===== src/hw/rtl/bvfs_pkg.sv =====
// shared constants, codes and helpers of the bilinear vector field sampler
`default_nettype none

package bvfs_pkg;

    localparam int DEF_MAX_COLUMNS = 64;
    localparam int DEF_MAX_ROWS    = 64;
    localparam int DEF_MAX_FRAMES  = 4;
    localparam int DEF_FRAC_BITS   = 8;

    localparam int CFG_W       = 7;
    localparam int POS_W       = 14;
    localparam int LOAD_IDX_W  = 14;
    localparam int SAMPLE_W    = 16;
    localparam int FRAME_W     = 2;
    localparam int QUEUE_DEPTH = 4;
    localparam int APB_DATA_W  = 32;
    localparam int APB_ADDR_W  = 3;

    localparam logic [CFG_W-1:0] COLS_RESET = CFG_W'(64);
    localparam logic [CFG_W-1:0] ROWS_RESET = CFG_W'(64);

    typedef enum logic
    {
        REG_COLS = 1'b0,
        REG_ROWS = 1'b1
    } reg_idx_t;

    typedef enum logic
    {
        MODE_LOAD  = 1'b0,
        MODE_QUERY = 1'b1
    } mode_t;

    // width of one queue entry: kind, address, columns, two fractions, sample pair
    function automatic int entry_width(input int aw, input int cw, input int fw);
        return 1 + aw + cw + 2 * fw + 2 * SAMPLE_W;
    endfunction

endpackage

`default_nettype wire


===== src/hw/rtl/bvfs_fifo.sv =====
// short queue between front end and back end
`default_nettype none

module bvfs_fifo import bvfs_pkg::*;
#(
    parameter int WIDTH = 64,
    parameter int DEPTH = QUEUE_DEPTH
)
(
    input  wire logic             clk,
    input  wire logic             rst_n,
    input  wire logic             wr_valid,
    input  wire logic [WIDTH-1:0] wr_data,
    output logic                  full,
    output logic                  rd_valid,
    input  wire logic             rd_ready,
    output logic [WIDTH-1:0]      rd_data
);

    localparam int PW = (DEPTH > 1) ? $clog2(DEPTH) : 1;
    localparam int NW = $clog2(DEPTH + 1);

    logic [WIDTH-1:0] slots [DEPTH];
    logic [PW-1:0]    wr_ptr_reg;
    logic [PW-1:0]    rd_ptr_reg;
    logic [NW-1:0]    count_reg;
    logic             push;
    logic             pop;

    assign full     = (count_reg == NW'(DEPTH));
    assign rd_valid = (count_reg != NW'(0));
    assign push     = wr_valid && !full;
    assign pop      = rd_valid && rd_ready;
    assign rd_data  = slots[rd_ptr_reg];

    always_ff @(posedge clk or negedge rst_n)
    begin
        if (!rst_n)
        begin
            wr_ptr_reg <= '0;
            rd_ptr_reg <= '0;
            count_reg  <= '0;
        end
        else
        begin
            if (push)
            begin
                wr_ptr_reg <= (wr_ptr_reg == PW'(DEPTH - 1)) ? '0 : wr_ptr_reg + PW'(1);
            end
            if (pop)
            begin
                rd_ptr_reg <= (rd_ptr_reg == PW'(DEPTH - 1)) ? '0 : rd_ptr_reg + PW'(1);
            end
            if (push && !pop)
            begin
                count_reg <= count_reg + NW'(1);
            end
            else if (pop && !push)
            begin
                count_reg <= count_reg - NW'(1);
            end
        end
    end

    always_ff @(posedge clk)
    begin
        if (push)
        begin
            slots[wr_ptr_reg] <= wr_data;
        end
    end

endmodule

`default_nettype wire


===== config.mk =====
export PLATFORM = sky130hd
export DESIGN_NAME = bvfs_fifo
export DESIGN_NICKNAME = d
export VERILOG_FILES = /design/src/hw/rtl/bvfs_pkg.sv /design/src/hw/rtl/bvfs_fifo.sv
export SDC_FILE = /design/constraint.sdc
export NUM_CORES = 1
export LEC_CHECK = 0
export ABC_CLOCK_PERIOD_IN_PS = 5200
export BUFFER_PORTS_ARGS = -buffer_cell sky130_fd_sc_hd__clkbuf_2
export CAP_MARGIN = 40
export CORE_MARGIN = 5
export CORE_UTILIZATION = 55
export CTS_BUF_LIST = sky130_fd_sc_hd__clkbuf_16
export CTS_CLUSTER_SIZE = 12
export DETAILED_ROUTE_END_ITERATION = 7
export PLACE_DENSITY = 0.73
export SYNTH_ARGS = -nofsm -noshare
export SYNTH_HDL_FRONTEND = slang
export SYNTH_SLANG_ARGS = --single-unit

===== constraint.sdc =====
create_clock -name clk -period 5.2 [get_ports clk]
set_clock_uncertainty 0.1 [all_clocks]
set_input_delay 0 -clock clk [delete_from_list [all_inputs] [get_ports clk]]
set_output_delay 0 -clock clk [all_outputs]
set_load 0.1 [all_outputs]

Word-level counts from Yosys, hierarchy flattened
Memory sizes are Yosys's and may differ from the RTL's.
Cells that the tools add are included.
- memory bits (writable): 256
- register bits: 7
- memories: 1
- word-level logic and storage cells: 26
- memory list (name ; words ; width ; rd ports ; clocked after Yosys merged registers in ; write ports ; line ; RTL):
    slots ; 4 ; 64 ; 1 ; 0 ; 1 ; bvfs_fifo.sv:23 ; logic [WIDTH-1:0] slots [DEPTH];
- add/sub/neg operators: 4
- reductions and logical operators: 9
- equal/unequal tests: 3
- mux-type cells: 6
- operators by type and width (kind ; number):
    $mux W3 ; 2
    $add A2 B1 Y2 const B ; 2
    $eq A2 B2 Y1 const B ; 2
    $logic_and A1 B1 Y1 ; 4
    $mux W2 ; 2
    $add A3 B1 Y3 const B ; 1
    $eq A3 B3 Y1 const B ; 1
    $logic_not A1 Y1 ; 3
    $reduce_bool A3 Y1 ; 1
    $sub A3 B1 Y3 const B ; 1
    $mux W1 ; 2
    $reduce_bool A2 Y1 ; 1

Longest topological paths before layout
Gate-level depths: netlist of run 1.
- word-level depth: 7
- gate-level depth with buffers: 8

Worst setup path after synthesis of run 1
No wires, ideal clock.
- path type: register to register
- start: reg count_reg[2]
- end: mem slots[3][0], enable pin
- setup slack: 1.123 ns
- buffers on the path: 0
- cell stages (with the launch flop): 3
- period minus slack after synthesis: 4.077 ns
- arrival: 3.489 ns
- path through: dfrtp_1 > nor3b_2 > nor2_1
- longest elaborated chain between the ends: 5
- ends and longest elaborated chain (element ; line ; RTL):
    start: declaration ; bvfs_fifo.sv:26 ; logic [NW-1:0] count_reg;
    start signal: assignment ; bvfs_fifo.sv:56 ; count_reg <= count_reg + NW'(1);
    start signal: assignment ; bvfs_fifo.sv:60 ; count_reg <= count_reg - NW'(1);
    $eq A3 B3 Y1 ; bvfs_fifo.sv:30 ; assign full = (count_reg == NW'(DEPTH));
    net full ; bvfs_fifo.sv:14 ; output logic full,
    $logic_not A1 Y1 ; bvfs_fifo.sv:32 ; assign push = wr_valid && !full;
    $logic_and A1 B1 Y1 ; bvfs_fifo.sv:32 ;
    $mux W1 ; bvfs_fifo.sv:67 ; if (push)
    $mux W1 (not written as such) ; bvfs_fifo.sv:69 ; slots[wr_ptr_reg] <= wr_data;
    end: declaration ; bvfs_fifo.sv:23 ;
The timed path passes the listed nets, and every way through them passes these cells.

Worst setup path after layout of run 1
- start: reg rd_ptr_reg[0]
- end: out rd_data[45]
- longest elaborated chain between the ends: 1
- ends and longest elaborated chain (element ; line ; RTL):
    start: declaration ; bvfs_fifo.sv:25 ; logic [PW-1:0] rd_ptr_reg;
    start signal: assignment ; bvfs_fifo.sv:52 ; rd_ptr_reg <= (rd_ptr_reg == PW'(DEPTH - 1)) ? '0 : rd_ptr_reg + PW'(1);
    $mem_v2 Z4 W64 ; n/a ;
    end: declaration ; bvfs_fifo.sv:17 ; output logic [WIDTH-1:0] rd_data
Every way passes these cells.

==> results.toml, run 1 <==
[floorplan]
die_x_microns = 143
ioPinCount = 134
row_count = 48
die_y_microns = 143
core-area_sq_um = 17300
start_util = 0.559
die-area_sq_um = 20300

[route]
drc = 0
dr.pass1.iters = 4
viasPerCell = 5.41
drt_iter0_markers = 211
vias = 4529
final_antenna_net_count = 0
routed_wl_microns = 17500
routedWlPerCell_microns = 20.9

[min_path]
holdPathStages = 2
min_path_type = "in2reg"

[finish]
area_delta_synth_final_pct = 25.6
fin_nets = 670
final_util = 0.702
largest_reg_flops = 256
final_cell_mix = "256 x edfxtp_1, 133 x clkbuf_2, 68 x dlygate4sd3_1, 64 x mux4_2, 27 x clkbuf_16"
layout_commonest_cell = "edfxtp_1"
diodes = 0
layout-drive-gt1-share = 0.407

[global_route]
track_usage = 0.178
grt_pass1_wl_microns = 27800
grt_pass1_vias = 5132
grt_max_degree = 59
antenna_found_initial = 0
grt_overflow = 0

[timing]
worst_slew_pin_slew_ns = 0.578
rsz0062_at_grt = "no"
max-slew-margin-rel = 0.616
finalCriticalPeriod_ns = 2.70
timing.final.ws_setup_ns = 2.50
max_freq_ghz = 0.370
finalHoldViolations = 0
setup_viol = 0
fin_crit_sh = 0.519
tns_ns = 0
slew_viol_final = 0

[worst_setup_path]
cp.depth = 3
crit_buf_inv = 2
start_kind = "register"
cp.arrival_ns = 2.60
critPathTopFamily = "buffers and inverters"
crit_slowest_cell = "dfrtp_4"
worstSetupPathType = "reg2out"
crit_path_cell_trace = "buf_4 -> mux4_2 -> clkbuf_2"
ff2ff_path_depth = 8
crit_fanout = 23
endpoint_kind = "output port"
required_ns = 5.10
slowest_delay_ns = 0.72

[placed_design]
dp_hpwl_microns = 10600
gp_congestion = 0.695
dp_slack_ns = 2.87
port_buffers = 133

[flow_run]
cap_violations = 0

[logic_synthesis]
synth-compound-area-share = 0
synthCells = 371
synthAdderAreaFrac = 0.00984
avgSynthCellArea_sq_um = 26.0
synthMuxAreaShare = 0.155
synthSimpleGateAreaFrac = 0.00686
syn-num-nets = 446
syn_area_sq_um = 9660
synth_top_family_by_area = "multiplexers"
ys_seq_area_frac = 0.814
synth-seq-cells = 263
ys_warn_count = 0
synthXorXnorAreaFrac = 0.00272
synth_cell_types = 19

[clock_network]
cts_max_level = 1
numCtsBuffers = 27
clk_pin_slew_worst_paths_ns = 0.06
cts_tree = "done"
clock_sinks = 263
ctsHoldBuffers = 68
cts.repair.resized = 0
root_buffer = "clkbuf_16"
clockBufferDepth = 3
postCtsSetupRepairBufs = 0
insertion_delay_ns = 0.51

[run_status]
status = "complete, no violations"
==> cell type report <==
class	instances	area [sq um]
Tap cell	225	282
Clock buffer	27	676
Timing Repair Buffer	209	1520
Fill cell	1065	5160
Sequential cell	263	7870
Clock inverter	19	77.6
Inverter	3	11.3
Multi-Input combinational cell	91	1700
==> worst register-to-register path: stages (launching register included) <==
cell and delay, ns:
dfrtp_1 0.40, nor3b_2 0.20, nor2b_1 0.40, ha_1 0.28, inv_1 0.06, fa_1 0.37, xor2_1 0.16, nor2_1 0.13
xor2_1 0.17
==> cells in the mapped netlist <==
cell      instances  area, sq um
and2_1            3         18.8
buf_2             6         30.0
buf_4             2         15.0
buf_6             5         56.3
clkbuf_1          1         3.75
dfrtp_1           7          175
edfxtp_1        256         7690
fa_1              1         20.0
ha_1              6         75.1
inv_1             3         11.3
mux2_2            5         56.3
mux4_2           64         1440
nand2_1           2         7.51
nor2_1            4         15.0
nor2b_1           1         6.26
nor3b_2           1         12.5
or3_1             1         6.26
xnor2_1           1         8.76
xor2_1            2         17.5
==> per-layer routing <==
| metal | global-route usage | share of wire |
|---|---|---|
| met5 | 0 | 0 |
| met4 | 0.0505 | 0.021 |
| met3 | 0.0309 | 0.056 |
| met2 | 0.318 | 0.54 |
| met1 | 0.228 | 0.38 |
==> metrics by stage <==
stage                     area [sq um]  hold slack, ns  std cells
after detailed placement         10700          -0.244        723
after global routing             12100           0.145        837
after global placement           10500          -0.260        717
final                            12100           0.154        837
after CTS                        12100           0.133        837
after floorplan                   9660          -0.396        371
==> path summary, 6_finish.rpt <==
path	from	to	slack [ns]
worst max-delay path	rd_ptr_reg[0]	rd_data[45]	2.50
worst min-delay path	wr_data[36]	slots[2][36]	0.15
worst max register to register	count_reg[2]	count_reg[2]	2.85
max in group asynchronous	rst_n	rd_ptr_reg[0]	4.33
min in group asynchronous	rst_n	count_reg[0]	0.37
worst min register to register	count_reg[2]	count_reg[2]	0.40
==> kinds of logic (layout without fill, tap and decap cells) <==
logic type,after synthesis,after routing
buf+inv,17,258
fa+ha+maj,7,7
xor+xnor,3,3
simple gates,12,12
mux,69,69
flops,263,263
Power of run 1 is not shown: default switching activity piles up to over one toggle a cycle in this logic, so the estimate is an artifact.
==> run 2, diff against run 1 <==
ABC_CLOCK_PERIOD_IN_PS = 2400   (was 5200)
CORE_UTILIZATION = 51   (was 55)
PLACE_DENSITY = 0.71   (was 0.73)
clock period = 2.4 ns   (was 5.2 ns; I/O delays follow)
==> run 2 against run 1 <==
Non-clock buffer count is 6 higher. Die area is 7.3% higher. Sequential share of layout area fell by 3.2 points. Count of clock-buffer cells in the layout is the same. Flip-flop and latch count is the same. Worst hold slack worse by 0.0036 ns. Largest cell class unchanged. First-iteration DRC count grew 28%.
==> results.toml, run 2 (same netlist as run 1, synthesis figures left out) <==
[timing]
slew_viol_final = 0
finalHoldViolations = 0
rsz0062_at_grt = "no"
fin_crit_sh = 0.958
max_freq_ghz = 0.435
max-slew-margin-rel = 0.622
finalCriticalPeriod_ns = 2.30
worst_slew_pin_slew_ns = 0.569
setup_viol = 0

[finish]
layout-drive-gt1-share = 0.424
regArea_sq_um = 7870
fin_nets = 676
largest_reg_flops = 256
final_cell_mix = "256 x edfxtp_1, 92 x clkbuf_2, 68 x dlygate4sd3_1, 64 x mux4_2, 45 x buf_12"
postLayoutCellArea_sq_um = 12800
multiInputGateArea_sq_um = 1720
diodes = 0
fill_cells = 1145
area_delta_synth_final_pct = 32.1
layout_commonest_cell = "edfxtp_1"
final_cells = 845

[global_route]
antenna_found_initial = 0
track_usage = 0.168
grt_max_degree = 47
grt_overflow = 0
grt_pass1_vias = 5134
grt_pass1_wl_microns = 28200

[route]
dr.pass1.iters = 4
final_antenna_net_count = 0
viasPerCell = 5.43
routedWlPerCell_microns = 21.2
routed_wl_microns = 17900
drt_iter0_markers = 271
drc = 0
vias = 4585

[clock_network]
cts_max_level = 1
cts_tree = "done"
numCtsBuffers = 27
insertion_delay_ns = 0.50
clock_sinks = 263
clk_pin_slew_worst_paths_ns = 0.06
clockBufferDepth = 3
root_buffer = "clkbuf_16"
postCtsSetupRepairBufs = 0

[worst_setup_path]
worstSetupPathType = "reg2out"
required_ns = 2.30
start_kind = "register"
crit_fanout = 34
cp.arrival_ns = 2.20
endpoint_kind = "output port"

[placed_design]
gp_congestion = 0.697
dpl_cell_area_sq_um = 11300
port_buffers = 133
dp_hpwl_microns = 10400
post-place-cells = 738

[min_path]
min_path_type = "in2reg"

[floorplan]
die_y_microns = 148
die_x_microns = 148
core-area_sq_um = 18700
row_count = 50
ioPinCount = 134
die-area_sq_um = 21800
start_util = 0.517

[flow_run]
cap_violations = 0

[run_status]
status = "complete, no violations"
-- run 2: cell count changes in the layout (fill, tap and decap cells not counted), sizes merged --
cell    before  now
buf          8   55
bufinv       0    1
clkbuf     160  119
inv         15    7
-- run 2: worst paths after layout --
check,startpoint,end,slack [ns],depth (start not counted)
max,rd_ptr_reg[1],rd_data[12],0.10,3
min,wr_data[2],slots[2][2],0.15,2
max reg2reg,count_reg[2],count_reg[2],0.16,8
min reg2reg,count_reg[2],count_reg[2],0.42,1
max in group asynchronous,rst_n,rd_ptr_reg[1],1.54,3
min in group asynchronous,rst_n,rd_ptr_reg[0],0.38,3
-- run 2: layout make-up --
type                    instances  area share
repair buffers                215       0.166
multi-input cells              91       0.135
inverters                       3    0.000882
flip-flops and latches        263       0.616
clock buffers                  27      0.0529
well taps                     234      0.0229
clock inverters                12     0.00588
-- run 2: repair_timing --
action	CTS	global route
hold endpoints to repair	268	0
hold buffers	68	0
resized for setup	0	3
setup endpoints to repair	0	1
-- run 2: critical path, cell delays in order, from the launching register on --
cell and delay [ns]:
dfrtp_4 0.77, buf_12 0.30, mux4_2 0.40, buf_12 0.20
-- run 2: metal layers --
| layer | routed length (microns) | track usage |
|---|---|---|
| met5 | 0 | 0 |
| met4 | 298 | 0.0457 |
| met3 | 962 | 0.0313 |
| met2 | 9130 | 0.289 |
| met1 | 7490 | 0.222 |
-- run 2: through the flow --
step | setup WS, ns | util | setup TNS, ns | hold slack [ns]
after floorplan | -0.305 | - | -32.85 | -0.396
after global placement | 0.221 | 0.605 | 0 | -0.259
after detailed placement | 0.0758 | 0.605 | 0 | -0.256
after CTS | 0.0482 | 0.682 | 0 | 0.122
after global routing | 0.00575 | 0.682 | 0 | 0.143
final | 0.100 | 0.682 | 0 | 0.150
Power of run 2 is left out for the same reason.
