[src/hw/rtl/bvfs_pkg.sv]
// shared constants, codes and helpers of the bilinear vector field sampler
`default_nettype none

package bvfs_pkg;

    localparam int DEF_MAX_COLUMNS = 64;
    localparam int DEF_MAX_ROWS    = 64;
    localparam int DEF_MAX_FRAMES  = 4;
    localparam int DEF_FRAC_BITS   = 8;

    localparam int CFG_W       = 7;
    localparam int POS_W       = 14;
    localparam int LOAD_IDX_W  = 14;
    localparam int SAMPLE_W    = 16;
    localparam int FRAME_W     = 2;
    localparam int QUEUE_DEPTH = 4;
    localparam int APB_DATA_W  = 32;
    localparam int APB_ADDR_W  = 3;

    localparam logic [CFG_W-1:0] COLS_RESET = CFG_W'(64);
    localparam logic [CFG_W-1:0] ROWS_RESET = CFG_W'(64);

    typedef enum logic
    {
        REG_COLS = 1'b0,
        REG_ROWS = 1'b1
    } reg_idx_t;

    typedef enum logic
    {
        MODE_LOAD  = 1'b0,
        MODE_QUERY = 1'b1
    } mode_t;

    // width of one queue entry: kind, address, columns, two fractions, sample pair
    function automatic int entry_width(input int aw, input int cw, input int fw);
        return 1 + aw + cw + 2 * fw + 2 * SAMPLE_W;
    endfunction

endpackage

`default_nettype wire

[src/hw/rtl/bvfs_if.sv]
// item and result channel interfaces
`default_nettype none

interface bvfs_in_if import bvfs_pkg::*; ();
    logic                       valid;
    logic                       ready;
    logic                       mode;
    logic [LOAD_IDX_W-1:0]      load_index;
    logic signed [SAMPLE_W-1:0] sample_u;
    logic signed [SAMPLE_W-1:0] sample_v;
    logic [FRAME_W-1:0]         frame_sel;
    logic [POS_W-1:0]           x_pos;
    logic [POS_W-1:0]           y_pos;

    modport source
    (
        output valid, mode, load_index, sample_u, sample_v, frame_sel, x_pos, y_pos,
        input  ready
    );
    modport sink
    (
        input  valid, mode, load_index, sample_u, sample_v, frame_sel, x_pos, y_pos,
        output ready
    );
endinterface


`default_nettype wire

[src/hw/rtl/bvfs_front.sv]
// front end: accepts items, clamps positions and computes store addresses
`default_nettype none

module bvfs_front import bvfs_pkg::*;
#(
    parameter int MAX_COLUMNS = DEF_MAX_COLUMNS,
    parameter int MAX_ROWS    = DEF_MAX_ROWS,
    parameter int MAX_FRAMES  = DEF_MAX_FRAMES,
    parameter int FRAC_BITS   = DEF_FRAC_BITS,
    parameter int ENT_W       = 64
)
(
    input  wire logic             clk,
    input  wire logic             rst_n,
    bvfs_in_if.sink               items,
    input  wire logic [CFG_W-1:0] cfg_cols,
    input  wire logic [CFG_W-1:0] cfg_rows,
    output logic                  q_valid,
    input  wire logic             q_full,
    output logic [ENT_W-1:0]      q_data
);

    localparam int DEPTH = MAX_COLUMNS * MAX_ROWS * MAX_FRAMES;
    localparam int AW    = $clog2(DEPTH);
    localparam int CW    = $clog2(MAX_COLUMNS + 1);
    localparam int RW    = $clog2(MAX_ROWS + 1);
    localparam int FW    = FRAC_BITS + 1;
    localparam int IW    = POS_W - FRAC_BITS;

    typedef struct packed
    {
        logic                is_query;
        logic [AW-1:0]       addr;
        logic [CW-1:0]       cols;
        logic [FW-1:0]       fx;
        logic [FW-1:0]       fy;
        logic [SAMPLE_W-1:0] su;
        logic [SAMPLE_W-1:0] sv;
    } entry_t;

    logic               en;
    logic               accept;
    logic [CW-1:0]      cols_next;
    logic [RW-1:0]      rows_next;
    logic [FRAME_W-1:0] frame_next;
    logic [IW-1:0]      xi;
    logic [IW-1:0]      yi;
    logic [CW-1:0]      ix_next;
    logic [RW-1:0]      iy_next;
    logic [FW-1:0]      fx_next;
    logic [FW-1:0]      fy_next;
    logic               load_ok;
    logic               is_query;

    logic                s1_valid_reg;
    logic                s1_query_reg;
    logic [AW-1:0]       s1_addr_reg;
    logic [FRAME_W-1:0]  s1_frame_reg;
    logic [RW-1:0]       s1_rows_reg;
    logic [CW-1:0]       s1_cols_reg;
    logic [CW-1:0]       s1_ix_reg;
    logic [RW-1:0]       s1_iy_reg;
    logic [FW-1:0]       s1_fx_reg;
    logic [FW-1:0]       s1_fy_reg;
    logic [SAMPLE_W-1:0] s1_su_reg;
    logic [SAMPLE_W-1:0] s1_sv_reg;

    logic                s2_valid_reg;
    logic                s2_query_reg;
    logic [AW-1:0]       s2_addr_reg;
    logic [CW-1:0]       s2_cols_reg;
    logic [CW-1:0]       s2_ix_reg;
    logic [FW-1:0]       s2_fx_reg;
    logic [FW-1:0]       s2_fy_reg;
    logic [SAMPLE_W-1:0] s2_su_reg;
    logic [SAMPLE_W-1:0] s2_sv_reg;

    logic                s3_valid_reg;
    entry_t              s3_ent_reg;

    assign en           = !(s3_valid_reg && q_full);
    assign items.ready  = en;
    assign accept       = items.valid && en;
    assign is_query     = (items.mode == MODE_QUERY);
    assign load_ok      = (int'(items.load_index) < DEPTH);
    assign xi           = items.x_pos[POS_W-1:FRAC_BITS];
    assign yi           = items.y_pos[POS_W-1:FRAC_BITS];

    always_comb
    begin
        if (cfg_cols < CFG_W'(2))
        begin
            cols_next = CW'(2);
        end
        else if (int'(cfg_cols) > MAX_COLUMNS)
        begin
            cols_next = CW'(MAX_COLUMNS);
        end
        else
        begin
            cols_next = CW'(cfg_cols);
        end

        if (cfg_rows < CFG_W'(2))
        begin
            rows_next = RW'(2);
        end
        else if (int'(cfg_rows) > MAX_ROWS)
        begin
            rows_next = RW'(MAX_ROWS);
        end
        else
        begin
            rows_next = RW'(cfg_rows);
        end

        if (int'(items.frame_sel) >= MAX_FRAMES)
        begin
            frame_next = FRAME_W'(MAX_FRAMES - 1);
        end
        else
        begin
            frame_next = items.frame_sel;
        end

        // at or past the last grid line: sit on the last cell with a full fraction
        if (int'(xi) >= int'(cols_next) - 1)
        begin
            ix_next = CW'(int'(cols_next) - 2);
            fx_next = FW'(1 << FRAC_BITS);
        end
        else
        begin
            ix_next = CW'(xi);
            fx_next = {1'b0, items.x_pos[FRAC_BITS-1:0]};
        end

        if (int'(yi) >= int'(rows_next) - 1)
        begin
            iy_next = RW'(int'(rows_next) - 2);
            fy_next = FW'(1 << FRAC_BITS);
        end
        else
        begin
            iy_next = RW'(yi);
            fy_next = {1'b0, items.y_pos[FRAC_BITS-1:0]};
        end
    end

    always_ff @(posedge clk or negedge rst_n)
    begin
        if (!rst_n)
        begin
            s1_valid_reg <= 1'b0;
            s2_valid_reg <= 1'b0;
            s3_valid_reg <= 1'b0;
        end
        else if (en)
        begin
            // loads beyond the store are dropped here
            s1_valid_reg <= accept && (is_query || load_ok);
            s2_valid_reg <= s1_valid_reg;
            s3_valid_reg <= s2_valid_reg;
        end
    end

    always_ff @(posedge clk)
    begin
        if (en)
        begin
            s1_query_reg <= is_query;
            s1_addr_reg  <= AW'(items.load_index);
            s1_frame_reg <= frame_next;
            s1_rows_reg  <= rows_next;
            s1_cols_reg  <= cols_next;
            s1_ix_reg    <= ix_next;
            s1_iy_reg    <= iy_next;
            s1_fx_reg    <= fx_next;
            s1_fy_reg    <= fy_next;
            s1_su_reg    <= items.sample_u;
            s1_sv_reg    <= items.sample_v;

            s2_query_reg <= s1_query_reg;
            if (s1_query_reg)
            begin
                s2_addr_reg <= AW'(AW'(s1_frame_reg) * AW'(s1_rows_reg)) + AW'(s1_iy_reg);
            end
            else
            begin
                s2_addr_reg <= s1_addr_reg;
            end
            s2_cols_reg  <= s1_cols_reg;
            s2_ix_reg    <= s1_ix_reg;
            s2_fx_reg    <= s1_fx_reg;
            s2_fy_reg    <= s1_fy_reg;
            s2_su_reg    <= s1_su_reg;
            s2_sv_reg    <= s1_sv_reg;

            s3_ent_reg.is_query <= s2_query_reg;
            if (s2_query_reg)
            begin
                s3_ent_reg.addr <= AW'(s2_addr_reg * AW'(s2_cols_reg)) + AW'(s2_ix_reg);
            end
            else
            begin
                s3_ent_reg.addr <= s2_addr_reg;
            end
            s3_ent_reg.cols <= s2_cols_reg;
            s3_ent_reg.fx   <= s2_fx_reg;
            s3_ent_reg.fy   <= s2_fy_reg;
            s3_ent_reg.su   <= s2_su_reg;
            s3_ent_reg.sv   <= s2_sv_reg;
        end
    end

    assign q_valid = s3_valid_reg;
    assign q_data  = ENT_W'(s3_ent_reg);

endmodule

`default_nettype wire

[src/flat_wrapper.sv]
// flat-port wrapper written by rule: the top's interface ports become plain ports
module bvfs_front_flat import bvfs_pkg::*;
#(
    parameter int MAX_COLUMNS = DEF_MAX_COLUMNS,
    parameter int MAX_ROWS    = DEF_MAX_ROWS,
    parameter int MAX_FRAMES  = DEF_MAX_FRAMES,
    parameter int FRAC_BITS   = DEF_FRAC_BITS,
    parameter int ENT_W       = 64
)
  (clk, rst_n, cfg_cols, cfg_rows, q_valid, q_full, q_data, items_valid, items_mode, items_load_index, items_sample_u, items_sample_v, items_frame_sel, items_x_pos, items_y_pos, items_ready);
  bvfs_in_if items_i ();
  input  wire logic clk;
  input  wire logic rst_n;
  input  wire logic [CFG_W-1:0] cfg_cols;
  input  wire logic [CFG_W-1:0] cfg_rows;
  output logic q_valid;
  input  wire logic q_full;
  output logic [ENT_W-1:0] q_data;
  input wire logic [$bits(items_i.valid)-1:0] items_valid;
  input wire logic [$bits(items_i.mode)-1:0] items_mode;
  input wire logic [$bits(items_i.load_index)-1:0] items_load_index;
  input wire logic [$bits(items_i.sample_u)-1:0] items_sample_u;
  input wire logic [$bits(items_i.sample_v)-1:0] items_sample_v;
  input wire logic [$bits(items_i.frame_sel)-1:0] items_frame_sel;
  input wire logic [$bits(items_i.x_pos)-1:0] items_x_pos;
  input wire logic [$bits(items_i.y_pos)-1:0] items_y_pos;
  output wire logic [$bits(items_i.ready)-1:0] items_ready;
  assign items_i.valid = items_valid;
  assign items_i.mode = items_mode;
  assign items_i.load_index = items_load_index;
  assign items_i.sample_u = items_sample_u;
  assign items_i.sample_v = items_sample_v;
  assign items_i.frame_sel = items_frame_sel;
  assign items_i.x_pos = items_x_pos;
  assign items_i.y_pos = items_y_pos;
  assign items_ready = items_i.ready;
  bvfs_front #(.MAX_COLUMNS(MAX_COLUMNS), .MAX_ROWS(MAX_ROWS), .MAX_FRAMES(MAX_FRAMES), .FRAC_BITS(FRAC_BITS), .ENT_W(ENT_W)) u_core (.clk(clk), .rst_n(rst_n), .items(items_i), .cfg_cols(cfg_cols), .cfg_rows(cfg_rows), .q_valid(q_valid), .q_full(q_full), .q_data(q_data));
endmodule
[config.mk]
export PLATFORM = sky130hd
export DESIGN_NAME = bvfs_front_flat
export DESIGN_NICKNAME = d
export VERILOG_FILES = /design/src/hw/rtl/bvfs_pkg.sv /design/src/hw/rtl/bvfs_if.sv /design/src/hw/rtl/bvfs_front.sv /design/src/flat_wrapper.sv
export SDC_FILE = /design/constraint.sdc
export NUM_CORES = 1
export LEC_CHECK = 0
export ABC_AREA = 1
export BUFFER_PORTS_ARGS = -buffer_cell sky130_fd_sc_hd__buf_2
export CAP_MARGIN = 25
export CORE_MARGIN = 1
export CORE_UTILIZATION = 50
export DETAILED_ROUTE_END_ITERATION = 6
export MAX_ROUTING_LAYER = met4
export PLACE_DENSITY = 0.72
export RECOVER_POWER = 100
export SLEW_MARGIN = 20
export SYNTH_ARGS = -nofsm -noshare
export SYNTH_HDL_FRONTEND = slang
export SYNTH_SLANG_ARGS = --single-unit
[constraint.sdc]
create_clock -name clk -period 6.8 [get_ports clk]
set_input_delay 0.34 -clock clk [delete_from_list [all_inputs] [get_ports clk]]
set_output_delay 0.34 -clock clk [all_outputs]
set_load 0.05 [all_outputs]
Word-level counts from Yosys, hierarchy flattened
Cells that the tools add are included.
Widths: inputs -> output; s select.

storage, ports and cells
  register bits = 241
  logic and storage cells = 59

cells by class
  add/sub/neg operators = 6
  multiply operators = 2
  magnitude comparators = 6
  mux-type cells = 10
  reduce and logical (&&, ||, !) cells = 3

operator list
  kind                 number
  $ge 7x32->1          2
  $mux 7               5
  $mux 9               2
  $sub 7x1->8 const B  2
  $gt 7x7->1 const B   2
  $lt 7x2->1 const B   2
  $mul 14x7->7         1
  $mux 14              1
  $sub 7x2->7 const B  2
  $mux 6               2
  $add 9x7->10         1
  $mul 2x7->9          1
  $add 7x7->7          1
  $logic_and 1x1->1    2
  $logic_not 1->1      1

Depth between registers and ports, before layout
Gate-level depths: netlist (run 1).

  depth after elaboration = 6
  depth in mapped cells = 24

Worst setup path before layout (run 1)
Ideal clock, no wire load.

  kind = reg-to-reg
  start = register u_core.s3_valid_reg (netlist: u_core.q_valid)
  end = register u_core.s1_valid_reg
  data arrival time = 6.510 ns
  required time = 6.708 ns
  path slack = 0.198 ns
  stages on the path, launching flop included = 3
  period minus slack after synthesis = 6.602 ns
  cell sequence = dfrtp_1 > nand2_1 > mux2_2

between the ends
  word-level cells in the longest chain between the ends = 3

RTL lines
  what                    line                source
  start, declared         bvfs_front.sv:78    logic s3_valid_reg;
  start signal, assigned  bvfs_front.sv:163   s3_valid_reg <= s2_valid_reg;
  $logic_and 1x1->1       bvfs_front.sv:81    assign en = !(s3_valid_reg && q_full);
  $logic_not 1->1         bvfs_front.sv:81
  net items_ready         flat_wrapper.sv:27  output wire logic [$bits(items_i.ready)-1:0] items_ready;
  $logic_and 1x1->1       bvfs_front.sv:83    assign accept = items.valid && en;
  end signal, assigned    bvfs_front.sv:161   s1_valid_reg <= accept && (is_query || load_ok);
  end, declared           bvfs_front.sv:55    logic s1_valid_reg;

The timed path passes the listed nets, and every way through them passes these cells.
A chain may end at the register's enable or synchronous reset.

Final worst setup path (run 1)
  start = register u_core.s2_addr_reg[1]
  end = register u_core.s3_ent_reg (netlist bit u_core.q_data[63]) (data pin)

between the ends
  word-level cells in the longest chain between the ends = 3

RTL lines
  what                    line               source
  start, declared         bvfs_front.sv:70   logic [AW-1:0] s2_addr_reg;
  start signal, assigned  bvfs_front.sv:186  s2_addr_reg <= AW'(AW'(s1_frame_reg) * AW'(s1_rows_reg)) + AW'(s1_iy_reg);
  start signal, assigned  bvfs_front.sv:190  s2_addr_reg <= s1_addr_reg;
  $mul 14x7->7            bvfs_front.sv:202  s3_ent_reg.addr <= AW'(s2_addr_reg * AW'(s2_cols_reg)) + AW'(s2_ix_reg);
  $add 7x7->7             bvfs_front.sv:202
  $mux 7                  bvfs_front.sv:200  if (s2_query_reg)
  end, declared           bvfs_front.sv:79   entry_t s3_ent_reg;

No other way between the ends.

==> results of run 1 <==
## logic make-up after synthesis
| family | after synthesis |
|---|---|
| simple gates | 249 |
| flops | 227 |
| buf+inv | 131 |
| fa+ha+maj | 56 |
| compound gates | 26 |
| xor+xnor | 17 |
| other cells | 1 |
| mux | 1 |
## metal layers
layer | wire length, um | up-vias
met3 | 648 | 31
met1 | 6670 | 2538
met2 | 7670 | 126
met5 | 0 | -
li1 | - | 2773
met4 | 362 | 0
## power by group
group          switching (uW)  internal (uW)
clock network             507            781
registers                 125           1970
logic                     984            387
total                    1620           3130
## stage by stage
| stage | util | worst slack, ns | total power [uW] |
|---|---|---|---|
| 6_report | 0.619 | 2.87 | 4750 |
| 5_1_grt | 0.619 | 2.58 | 5040 |
| 4_1_cts | 0.625 | 2.88 | 4830 |
| 3_5_place_dp | 0.566 | 2.92 | 3510 |
| 3_3_place_gp | 0.566 | 2.95 | 3460 |
| 2_1_floorplan | - | 0.198 | 3240 |
## worst max path at each step
stage | start | endpoint | slack, ns | cells past startpoint
floorplan | u_core.q_valid$_DFFE_PN0N_ | u_core.s1_valid_reg$_DFFE_PN0N_ | 0.20 | 2
global placement | u_core.s2_addr_reg[1]$_DFFE_PN_ | u_core.q_data[63]$_DFFE_PN_ | 2.95 | 21
detailed placement | u_core.s2_cols_reg[3]$_DFFE_PN_ | u_core.q_data[63]$_DFFE_PN_ | 2.92 | 21
CTS | u_core.s2_cols_reg[3]$_DFFE_PN_ | u_core.q_data[63]$_DFFE_PN_ | 2.88 | 21
global route | u_core.s2_addr_reg[1]$_DFFE_PN_ | u_core.q_data[63]$_DFFE_PN_ | 2.58 | 21
finish | u_core.s2_addr_reg[1]$_DFFE_PN_ | u_core.q_data[63]$_DFFE_PN_ | 2.87 | 21
## final cells by class
cell class | count | area (um2) | share of cell area
clock buffers | 27 | 591 | 0.0509
clock inverters | 15 | 199 | 0.0171
inverters | 125 | 473 | 0.0407
multi-input cells | 351 | 2230 | 0.192
flip-flops and latches | 227 | 6800 | 0.586
well taps | 234 | 293 | 0.0252
repair buffers | 187 | 1030 | 0.0884
## critical path: stages (launching register included)
cell	delay [ns]
sky130_fd_sc_hd__edfxtp_1	0.51
sky130_fd_sc_hd__nand2_1	0.12
sky130_fd_sc_hd__inv_1	0.07
sky130_fd_sc_hd__fa_1	0.41
sky130_fd_sc_hd__inv_1	0.08
sky130_fd_sc_hd__fa_1	0.41
sky130_fd_sc_hd__inv_1	0.08
sky130_fd_sc_hd__fa_1	0.44
sky130_fd_sc_hd__fa_1	0.49
sky130_fd_sc_hd__ha_1	0.35
sky130_fd_sc_hd__a21oi_1	0.14
sky130_fd_sc_hd__nand2_1	0.08
sky130_fd_sc_hd__inv_1	0.05
sky130_fd_sc_hd__nand2_1	0.06
sky130_fd_sc_hd__nand2_1	0.06
sky130_fd_sc_hd__nand2_1	0.05
sky130_fd_sc_hd__nand2_1	0.07
sky130_fd_sc_hd__inv_1	0.04
sky130_fd_sc_hd__nand2_1	0.05
sky130_fd_sc_hd__nand2_1	0.05
sky130_fd_sc_hd__nand2_1	0.05
sky130_fd_sc_hd__nand2_1	0.05
## cells in the final DEF, fill, tap and decap left out, drive strengths merged, types with 15 or more instances in the layout
master / synthesis / final
clkbuf: 4 / 99
nand3: 30 / 30
nor2: 38 / 38
edfxtp: 224 / 224
fa: 18 / 18
o21ai: 15 / 15
ha: 38 / 38
dlygate4sd3: 0 / 33
nand2: 169 / 169
inv: 122 / 123
buf: 2 / 82
==> flow_metrics.py, run 1 <==
metrics = {
    "run_status": {
        "result_of_the_run": "complete, but fails checks",
        "failing_checks": "max-capacitance violations, max-slew violations",
    },
    "die": {
        "io_pins": 161,
        "die_width_um": 140,
        "initial_core_util": 0.510,
        "rows": 50,
        "die_height_um": 140,
        "die-area_um2": 19700,
        "coreArea_um2": 18800,
    },
    "synthesis": {
        "synth_largest_type_area_fraction": 0.702,
        "yosys_register_bits": 227,
        "yosys-top-cells-area": "sky130_fd_sc_hd__edfxtp_1 70%, sky130_fd_sc_hd__nand2_1 6.3%, sky130_fd_sc_hd__ha_1 5.0%",
        "synth_sequential_area_ratio": 0.710,
        "synth_compound_area_frac": 0.0150,
        "synth_instances": 708,
        "synth.top_cells.by_count": "224 x sky130_fd_sc_hd__edfxtp_1, 162 x sky130_fd_sc_hd__nand2_1, 119 x sky130_fd_sc_hd__inv_1",
        "combinational_family_with_the_most_area_after_synthesis": "simple AND/OR/NAND/NOR gates",
        "synth_enable_flop_cells": 224,
        "synth_area_leader_cell": "sky130_fd_sc_hd__edfxtp_1",
        "synth-warning-count": 0,
        "synth.area.mux_share": 0.00118,
        "synthSimpleGateAreaFrac": 0.117,
        "synth_fa_ha_area_frac": 0.0873,
        "postSynthAreaPerCell_um2": 13.5,
        "ys_dominant_reg_cell": "sky130_fd_sc_hd__edfxtp_1",
        "synth_xor_area_frac": 0.0155,
        "yosysUniqueCellTypes": 32,
        "mappedNetlistArea_um2": 9580,
        "yosys.cell_count.top_type": "sky130_fd_sc_hd__edfxtp_1",
        "synth-async-reset-ratio": 0.0132,
    },
    "global_routing": {
        "grt_busiest_layer": "met2",
        "grt_max_degree": 184,
        "grtUsageMet2": 0.279,
        "groute.layer.met1.usage": 0.198,
        "number_of_antenna_violations_at_the_first_check_in_global_routing": 0,
        "grt_met3_usage": 0.0256,
        "first_global_vias": 5213,
        "grt_pass1_wl_um": 24800,
        "track_usage": 0.163,
        "global_route.overflow_total": 0,
    },
    "finish": {
        "area_delta_synth_final_pct": 21.2,
        "fill_cells": 1466,
        "antenna_cells_inserted": 0,
        "final_layout_size_suffix_gt1_frac": 0.150,
        "final_cell_area_um2": 11600,
        "layout.nets": 1066,
        "largest_reg_flops": 64,
        "final_cells": 1166,
    },
    "setup_path": {
        "flop2flop_setup_slack_ns": 2.87,
        "crit_type": "flip-flop to flip-flop",
        "timing.critical_path.arrival_ns": 4.18,
        "category_of_the_worst_setup_path_launch_point": "flip-flop",
        "kind_of_capture_point_of_the_worst_setup_path": "flip-flop",
        "timing.reg2reg.worst_path_depth": 21,
        "worst_ep_required_time_ns": 7.05,
        "crit_reg_reg_endpoint": "u_core.q_data[63]$_DFFE_PN_",
        "worstPathMaxFanout": 7,
        "crit-reg2reg-launch": "u_core.s2_addr_reg[1]$_DFFE_PN_",
    },
    "route": {
        "initialDrtViolationCount": 322,
        "antenna_left": 0,
        "detailroute.via_count": 5468,
        "avgRoutedWirePerCell_um": 13.2,
        "detailedRoute.firstPassIterationCount": 4,
        "wirelength_um": 15300,
        "route.detailed.drc": 0,
        "drt-vias-per-instance": 4.69,
    },
    "clock_tree": {
        "cts_root_buf": "sky130_fd_sc_hd__clkbuf_16",
        "cts.repair.resized": 0,
        "worst_setup_hold_path_clk_slew_ns": 0.06,
        "cts-buffers-inserted": 23,
        "clkSinkCount": 227,
        "cts_tree": "yes",
        "worst_skew_pair.late_latency_ns": 0.51,
        "cts_htree_levels": 1,
        "post_cts_buffers": 0,
        "hold_buffers": 31,
        "ctsLongestPathBuffers": 3,
    },
    "sta": {
        "hold_violations": 0,
        "highest_attainable_clock_frequency_mhz": 254,
        "setup_tns_ns": 0,
        "slew_worst_pin_ns": 1.82,
        "finalSetupViolCount": 0,
        "timing.slew.headroom": -0.215,
        "finalCritPeriodShare": 0.578,
        "finalClockSkew_ns": 0.0202,
        "hold_slack_ns": 0.0160,
        "period_needed_ns": 3.93,
        "final_max_slew_viol_count": 47,
        "setup_repair_after_global_routing_missed_its_margin": "no",
    },
    "worst_hold_path": {
        "hold_end": "u_core.s1_addr_reg[2]$_DFFE_PN_",
        "min_from": "items_load_index[2]",
        "min_path_cells": 1,
        "worstHoldPathType": "input port to flip-flop",
    },
    "place": {
        "place_congestion": 0.873,
        "numPlacedInstances": 1091,
        "port_buffers": 153,
        "place_hpwl_um": 10300,
        "detailed_place.area_um2": 10600,
    },
    "power": {
        "p_per_area_nw_per_um2": 409,
        "vdd_ir_drop_max_uv": 178,
        "p_leak_uw": 0.00510,
    },
    "job": {
        "cap_violations": 1,
    },
}
No activity file was read; power rests on OpenSTA's default activity.
==> run 2, diff against run 1 <==
Settings changed: ABC_AREA 1 to 0, PLACE_DENSITY 0.72 to 0.75.
Clock period 6.8 ns to 3.3 ns, I/O delays scaled along.
==> flow_metrics.py, run 2 <==
metrics = {
    "synthesis": {
        "synth-async-reset-ratio": 0.0132,
        "mappedNetlistArea_um2": 9280,
        "synth-warning-count": 0,
        "synth_enable_flop_cells": 224,
        "yosys.cell_count.top_type": "sky130_fd_sc_hd__edfxtp_1",
        "yosys-top-cells-area": "sky130_fd_sc_hd__edfxtp_1 72%, sky130_fd_sc_hd__ha_1 5.1%, sky130_fd_sc_hd__fa_1 3.9%",
        "synth_area_leader_cell": "sky130_fd_sc_hd__edfxtp_1",
        "synth_sequential_area_ratio": 0.733,
        "synth_instances": 547,
        "synth.top_cells.by_count": "224 x sky130_fd_sc_hd__edfxtp_1, 55 x sky130_fd_sc_hd__inv_1, 38 x sky130_fd_sc_hd__ha_1",
        "postSynthAreaPerCell_um2": 17.0,
        "synth_largest_type_area_fraction": 0.725,
        "yosysUniqueCellTypes": 44,
        "yosys_register_bits": 227,
        "ys_dominant_reg_cell": "sky130_fd_sc_hd__edfxtp_1",
    },
    "global_routing": {
        "grt_max_degree": 88,
        "first_global_vias": 5495,
        "number_of_antenna_violations_at_the_first_check_in_global_routing": 0,
        "grt_pass1_wl_um": 27100,
        "track_usage": 0.187,
        "global_route.overflow_total": 0,
    },
    "clock_tree": {
        "cts-buffers-inserted": 24,
        "cts_root_buf": "sky130_fd_sc_hd__clkbuf_16",
        "ctsLongestPathBuffers": 3,
        "worst_setup_hold_path_clk_slew_ns": 0.07,
        "cts_htree_levels": 1,
        "clkSinkCount": 227,
        "worst_skew_pair.late_latency_ns": 0.52,
        "cts_tree": "yes",
    },
    "sta": {
        "setup_repair_after_global_routing_missed_its_margin": "yes",
        "final_max_slew_viol_count": 88,
        "slew_worst_pin_ns": 1.87,
        "hold_violations": 0,
        "finalWorstSetupSlack_ns": -0.325,
        "finalClockSkew_ns": 0.0177,
        "hold_slack_ns": 0.0332,
        "highest_attainable_clock_frequency_mhz": 276,
        "setup_tns_ns": -0.503,
        "finalCritPeriodShare": 1.10,
        "period_needed_ns": 3.63,
        "finalSetupViolCount": 2,
        "timing.slew.headroom": -0.252,
    },
    "worst_hold_path": {
        "worstHoldPathType": "input port to flip-flop",
        "min_path_cells": 3,
    },
    "setup_path": {
        "crit_type": "flip-flop to flip-flop",
        "kind_of_capture_point_of_the_worst_setup_path": "flip-flop",
        "worstPathMaxFanout": 5,
        "timing.critical_path.arrival_ns": 3.88,
        "category_of_the_worst_setup_path_launch_point": "flip-flop",
        "timing.reg2reg.worst_path_depth": 12,
        "worst_ep_required_time_ns": 3.56,
    },
    "route": {
        "drt-vias-per-instance": 4.87,
        "detailroute.via_count": 5169,
        "detailedRoute.firstPassIterationCount": 6,
        "route.detailed.drc": 2,
        "initialDrtViolationCount": 209,
        "avgRoutedWirePerCell_um": 15.8,
        "wirelength_um": 16800,
        "antenna_left": 0,
    },
    "place": {
        "detailed_place.area_um2": 10500,
        "port_buffers": 153,
        "place_congestion": 0.865,
        "numPlacedInstances": 944,
        "place_hpwl_um": 10800,
    },
    "finish": {
        "antenna_cells_inserted": 0,
        "area_delta_synth_final_pct": 29.9,
        "final_cell_area_um2": 12100,
        "final_layout_size_suffix_gt1_frac": 0.226,
        "final_cells": 1062,
        "layout.nets": 966,
        "fill_cells": 1234,
        "mostFrequentLayoutCell": "sky130_fd_sc_hd__edfxtp_1",
        "largest_reg_flops": 64,
        "layout_common_cells": "224 x sky130_fd_sc_hd__edfxtp_1, 84 x sky130_fd_sc_hd__buf_2, 74 x sky130_fd_sc_hd__clkbuf_1",
    },
    "power": {
        "vdd_ir_drop_max_uv": 540,
        "swShare": 0.318,
        "p_leak_uw": 0.00485,
        "p_per_area_nw_per_um2": 893,
        "power_frac_comb": 0.331,
        "sequentialPowerShare": 0.396,
        "net_switching_power_uw": 3430,
        "internal_power_of_the_cells_uw": 7340,
        "clock_power_share": 0.273,
    },
    "run_status": {
        "failing_checks": "design-rule violations, max-capacitance violations, max-slew violations, negative setup slack",
        "result_of_the_run": "complete, but fails checks",
    },
    "die": {
        "initial_core_util": 0.513,
        "die_height_um": 138,
        "die_width_um": 138,
        "io_pins": 161,
        "rows": 49,
        "die-area_um2": 19100,
        "coreArea_um2": 18100,
    },
    "job": {
        "cap_violations": 1,
    },
}
[run 2: changes by cell type after synthesis, sizes merged, moves of 21 or more]
cell	delta
nor2	-26
inv	-66
nand3	-29
and2	+34
mux2	+21
nand2	-136
[run 2: critical path: stages (launching register included)]
cell and delay [ns]:
sky130_fd_sc_hd__edfxtp_1 0.46, sky130_fd_sc_hd__and2_4 0.18, sky130_fd_sc_hd__fa_2 0.38, sky130_fd_sc_hd__inv_2 0.06
sky130_fd_sc_hd__fa_1 0.41, sky130_fd_sc_hd__inv_2 0.07, sky130_fd_sc_hd__fa_1 0.41, sky130_fd_sc_hd__fa_2 0.57
sky130_fd_sc_hd__ha_4 0.20, sky130_fd_sc_hd__a21oi_2 0.14, sky130_fd_sc_hd__xnor2_1 0.15, sky130_fd_sc_hd__xnor2_1 0.09
sky130_fd_sc_hd__mux2_4 0.25
[run 2: kinds of logic (layout without fill, tap and decap cells)]
| kind of cell | count (synthesis) | in the layout | synth area share |
|---|---|---|---|
| adder cells (fa/ha/maj) | 56 | 56 | 0.0901 |
| other | 1 | 2 | 0.000404 |
| multiplexers | 28 | 28 | 0.0332 |
| AO/OA/AOI/OAI | 41 | 41 | 0.0329 |
| buffers and inverters | 65 | 350 | 0.0272 |
| AND/OR/NAND/NOR | 99 | 99 | 0.0550 |
| flip-flops | 227 | 227 | 0.733 |
| XOR/XNOR | 30 | 30 | 0.0283 |
[run 2: metrics by stage]
stage	worst slack (ns)	power, uW	util
2_1_floorplan	-0.208	6870	-
3_3_place_gp	-0.295	7640	0.583
3_5_place_dp	-0.355	7810	0.583
4_1_cts	-0.356	10900	0.673
5_1_grt	-0.431	11300	0.667
6_report	-0.325	10800	0.667
[run 2: area by class of cell]
class	count	area, um2	share of cell area
clock buffer	27	612	0.0508
clock inverter	17	274	0.0227
inverter	56	210	0.0174
multi-input combinational	256	2290	0.190
sequential	227	6800	0.564
tap	229	287	0.0238
timing repair buffer	250	1580	0.131
[run 2: power groups by stage]
stage | Sequential [uW] | Clock (uW) | Combinational, uW
after detailed placement | 4310 | 0 | 3500
after floorplan | 5040 | 0 | 1830
final | 4270 | 2940 | 3560
after global routing | 4340 | 3110 | 3880
after global placement | 4280 | 0 | 3370
after CTS | 4260 | 3010 | 3680
[run 2: layer usage]
metal / track usage / up-vias / wire length [um]
li1: - / 2501 / -
met2: 0.344 / 129 / 9120
met5: - / - / 0
met4: 0.0686 / 0 / 554
met3: 0.0388 / 45 / 852
met1: 0.196 / 2494 / 6280
[run 2: worst paths after layout]
kind                       slack [ns]                               to                         startpoint
max in group asynchronous        2.58  u_core.s2_valid_reg$_DFFE_PN0N_                              rst_n
min in group asynchronous        0.57       u_core.q_valid$_DFFE_PN0N_                              rst_n
min                              0.03    u_core.s1_ix_reg[2]$_DFFE_PN_                    items_x_pos[10]
max reg2reg                     -0.33      u_core.q_data[63]$_DFFE_PN_    u_core.s2_addr_reg[1]$_DFFE_PN_
min reg2reg                      0.41    u_core.s2_fy_reg[6]$_DFFE_PN_  u_core.s1_fy_reg[6]$_SDFFCE_PP0N_
max                             -0.33      u_core.q_data[63]$_DFFE_PN_    u_core.s2_addr_reg[1]$_DFFE_PN_
[run 2: timing repair]
action | CTS | global route
hold endpoints to repair | 72 | 0
pin swaps | 11 | 5
buffers inserted | 1 | 2
hold buffers | 71 | 0
endpoints found under the setup margin | 3 | 3
cloned | 0 | 0
gates resized for setup | 6 | 2
==> run 3, diff against run 2 <==
Settings changed: ABC_AREA 0 to 1, SETUP_SLACK_MARGIN set to 0.3.
==> flow_metrics.py, run 3 (synthesis gave the netlist of run 1 again) <==
metrics = {
    "global_routing": {
        "number_of_antenna_violations_at_the_first_check_in_global_routing": 0,
        "global_route.overflow_total": 0,
        "grt_busiest_layer": "met2",
        "track_usage": 0.176,
        "grtUsageMet2": 0.305,
        "grt_max_degree": 103,
        "grt_pass1_wl_um": 26500,
        "first_global_vias": 5602,
        "grt_met3_usage": 0.0260,
        "groute.layer.met1.usage": 0.212,
    },
    "setup_path": {
        "worstPathMaxFanout": 4,
        "worst_setup_path_startpoint": "u_core.s2_cols_reg[3]$_DFFE_PN_",
        "crit_type": "flip-flop to flip-flop",
        "crit-reg2reg-launch": "u_core.s2_cols_reg[3]$_DFFE_PN_",
        "category_of_the_worst_setup_path_launch_point": "flip-flop",
        "timing.critical_path.arrival_ns": 3.93,
        "kind_of_capture_point_of_the_worst_setup_path": "flip-flop",
        "worst_ep_required_time_ns": 3.55,
    },
    "die": {
        "die_width_um": 140,
        "initial_core_util": 0.510,
        "die_height_um": 140,
        "rows": 50,
        "coreArea_um2": 18800,
        "die-area_um2": 19700,
        "io_pins": 161,
    },
    "finish": {
        "layout_common_cells": "224 x sky130_fd_sc_hd__edfxtp_1, 155 x sky130_fd_sc_hd__nand2_1, 146 x sky130_fd_sc_hd__buf_2",
        "final_cells": 1239,
        "largest_reg_flops": 64,
        "final_layout_size_suffix_gt1_frac": 0.266,
        "layout.nets": 1140,
        "area_delta_synth_final_pct": 29.7,
        "mostFrequentLayoutCell": "sky130_fd_sc_hd__edfxtp_1",
        "antenna_cells_inserted": 0,
        "fill_cells": 1364,
        "final_core_util": 0.662,
    },
    "clock_tree": {
        "cts_htree_levels": 1,
        "worst_skew_pair.late_latency_ns": 0.50,
        "clkSinkCount": 227,
        "cts_root_buf": "sky130_fd_sc_hd__clkbuf_16",
        "cts-buffers-inserted": 23,
        "cts_tree": "yes",
        "worst_setup_hold_path_clk_slew_ns": 0.06,
        "ctsLongestPathBuffers": 3,
    },
    "sta": {
        "finalClockSkew_ns": 0.0128,
        "finalWorstSetupSlack_ns": -0.382,
        "highest_attainable_clock_frequency_mhz": 272,
        "period_needed_ns": 3.68,
        "slew_worst_pin_ns": 0.764,
        "final_max_slew_viol_count": 0,
        "finalCritPeriodShare": 1.12,
        "setup_repair_after_global_routing_missed_its_margin": "yes",
        "finalSetupViolCount": 2,
        "hold_violations": 0,
        "timing.slew.headroom": 0.491,
        "setup_tns_ns": -0.524,
    },
    "place": {
        "place_hpwl_um": 11100,
        "place_congestion": 0.837,
        "numPlacedInstances": 1120,
        "port_buffers": 153,
    },
    "worst_hold_path": {
        "min_from": "items_y_pos[13]",
        "worstHoldPathType": "input port to flip-flop",
    },
    "power": {
        "p_leak_uw": 0.00557,
        "vdd_ir_drop_max_uv": 460,
        "p_per_area_nw_per_um2": 829,
    },
    "run_status": {
        "failing_checks": "negative setup slack",
        "result_of_the_run": "complete, but fails checks",
    },
    "route": {
        "antenna_left": 0,
        "detailroute.via_count": 5795,
        "route.detailed.drc": 0,
        "wirelength_um": 16500,
        "drt-vias-per-instance": 4.68,
        "initialDrtViolationCount": 286,
        "detailedRoute.firstPassIterationCount": 4,
        "avgRoutedWirePerCell_um": 13.3,
    },
    "job": {
        "cap_violations": 0,
    },
}
## run 3: changes by cell type in the layout (fill, tap and decap cells not counted), moves of 9 or more
cell / change
sky130_fd_sc_hd__and2_1: -29
sky130_fd_sc_hd__buf_2: +62
sky130_fd_sc_hd__clkbuf_1: -61
sky130_fd_sc_hd__clkinv_1: +9
sky130_fd_sc_hd__inv_1: +57
sky130_fd_sc_hd__mux2_2: -15
sky130_fd_sc_hd__nand2_1: +123
sky130_fd_sc_hd__nand2_2: +10
sky130_fd_sc_hd__nand3_1: +26
sky130_fd_sc_hd__nor2_1: +15
sky130_fd_sc_hd__nor2_2: +10
sky130_fd_sc_hd__xnor2_1: -19
## run 3: power breakdown
part | switching [uW] | internal [uW] | total, uW
Clock | 995 | 1430 | 2430
Sequential | 214 | 4040 | 4250
Combinational | 2310 | 1300 | 3610
## run 3: timing repair
item,in CTS,in global routing
gates cloned,0,0
resized for setup,20,6
setup endpoints to repair,4,10
hold buffers,70,0
setup buffers,4,4
endpoints found under the hold margin,71,0
pin swaps,8,16
## run 3: per-stage QoR
stage | power, uW | instance area (um2) | hold WS (ns) | setup slack [ns]
final | 10300 | 12400 | 0.0340 | -0.382
after global routing | 10900 | 12400 | 0.0295 | -0.585
after CTS | 10300 | 12400 | 0.0114 | -0.364
after detailed placement | 7700 | 10900 | -0.0316 | -0.373
after global placement | 7570 | 10900 | -0.0386 | -0.267
after floorplan | 6760 | 9640 | -0.131 | -0.225
## run 3: worst paths after layout
| path | end | slack [ns] | depth (start not counted) |
|---|---|---|---|
| max | u_core.q_data[63]$_DFFE_PN_ | -0.38 | 21 |
| min | u_core.s1_iy_reg[5]$_DFFE_PN_ | 0.03 | 3 |
| max reg2reg | u_core.q_data[63]$_DFFE_PN_ | -0.38 | 21 |
| min reg2reg | u_core.q_data[35]$_DFFE_PN_ | 0.42 | 0 |
| max in group asynchronous | u_core.s2_valid_reg$_DFFE_PN0N_ | 2.59 | 3 |
| min in group asynchronous | u_core.s1_valid_reg$_DFFE_PN0N_ | 0.55 | 3 |
## run 3: layout make-up
cell class | count | area, um2 | area share
Tap cell | 234 | 293 | 0.0236
Inverter | 125 | 473 | 0.0381
Clock inverter | 15 | 126 | 0.0102
Multi-Input combinational cell | 351 | 2370 | 0.191
Sequential cell | 227 | 6800 | 0.547
Clock buffer | 26 | 587 | 0.0472
Timing Repair Buffer | 261 | 1780 | 0.143
## run 3: worst max-delay path, stage by stage (launching register included)
cell	delay, ns
sky130_fd_sc_hd__edfxtp_1	0.43
sky130_fd_sc_hd__nand2_1	0.11
sky130_fd_sc_hd__inv_2	0.04
sky130_fd_sc_hd__fa_2	0.37
sky130_fd_sc_hd__inv_2	0.06
sky130_fd_sc_hd__fa_1	0.37
sky130_fd_sc_hd__inv_1	0.08
sky130_fd_sc_hd__fa_1	0.44
sky130_fd_sc_hd__fa_1	0.59
sky130_fd_sc_hd__ha_4	0.23
sky130_fd_sc_hd__a21oi_2	0.11
sky130_fd_sc_hd__nand2_1	0.08
sky130_fd_sc_hd__inv_1	0.07
sky130_fd_sc_hd__nand2_2	0.05
sky130_fd_sc_hd__nand2_1	0.05
sky130_fd_sc_hd__nand2_1	0.06
sky130_fd_sc_hd__nand2_2	0.06
sky130_fd_sc_hd__inv_2	0.03
sky130_fd_sc_hd__nand2_1	0.05
sky130_fd_sc_hd__nand2_1	0.05
sky130_fd_sc_hd__nand2_1	0.05
sky130_fd_sc_hd__nand2_1	0.05
## run 3: routing by layer
layer  share of wire  vias up
met5               0        -
met4           0.020        0
met3           0.057       30
met2            0.50      148
met1            0.42     2685
li1                -     2932
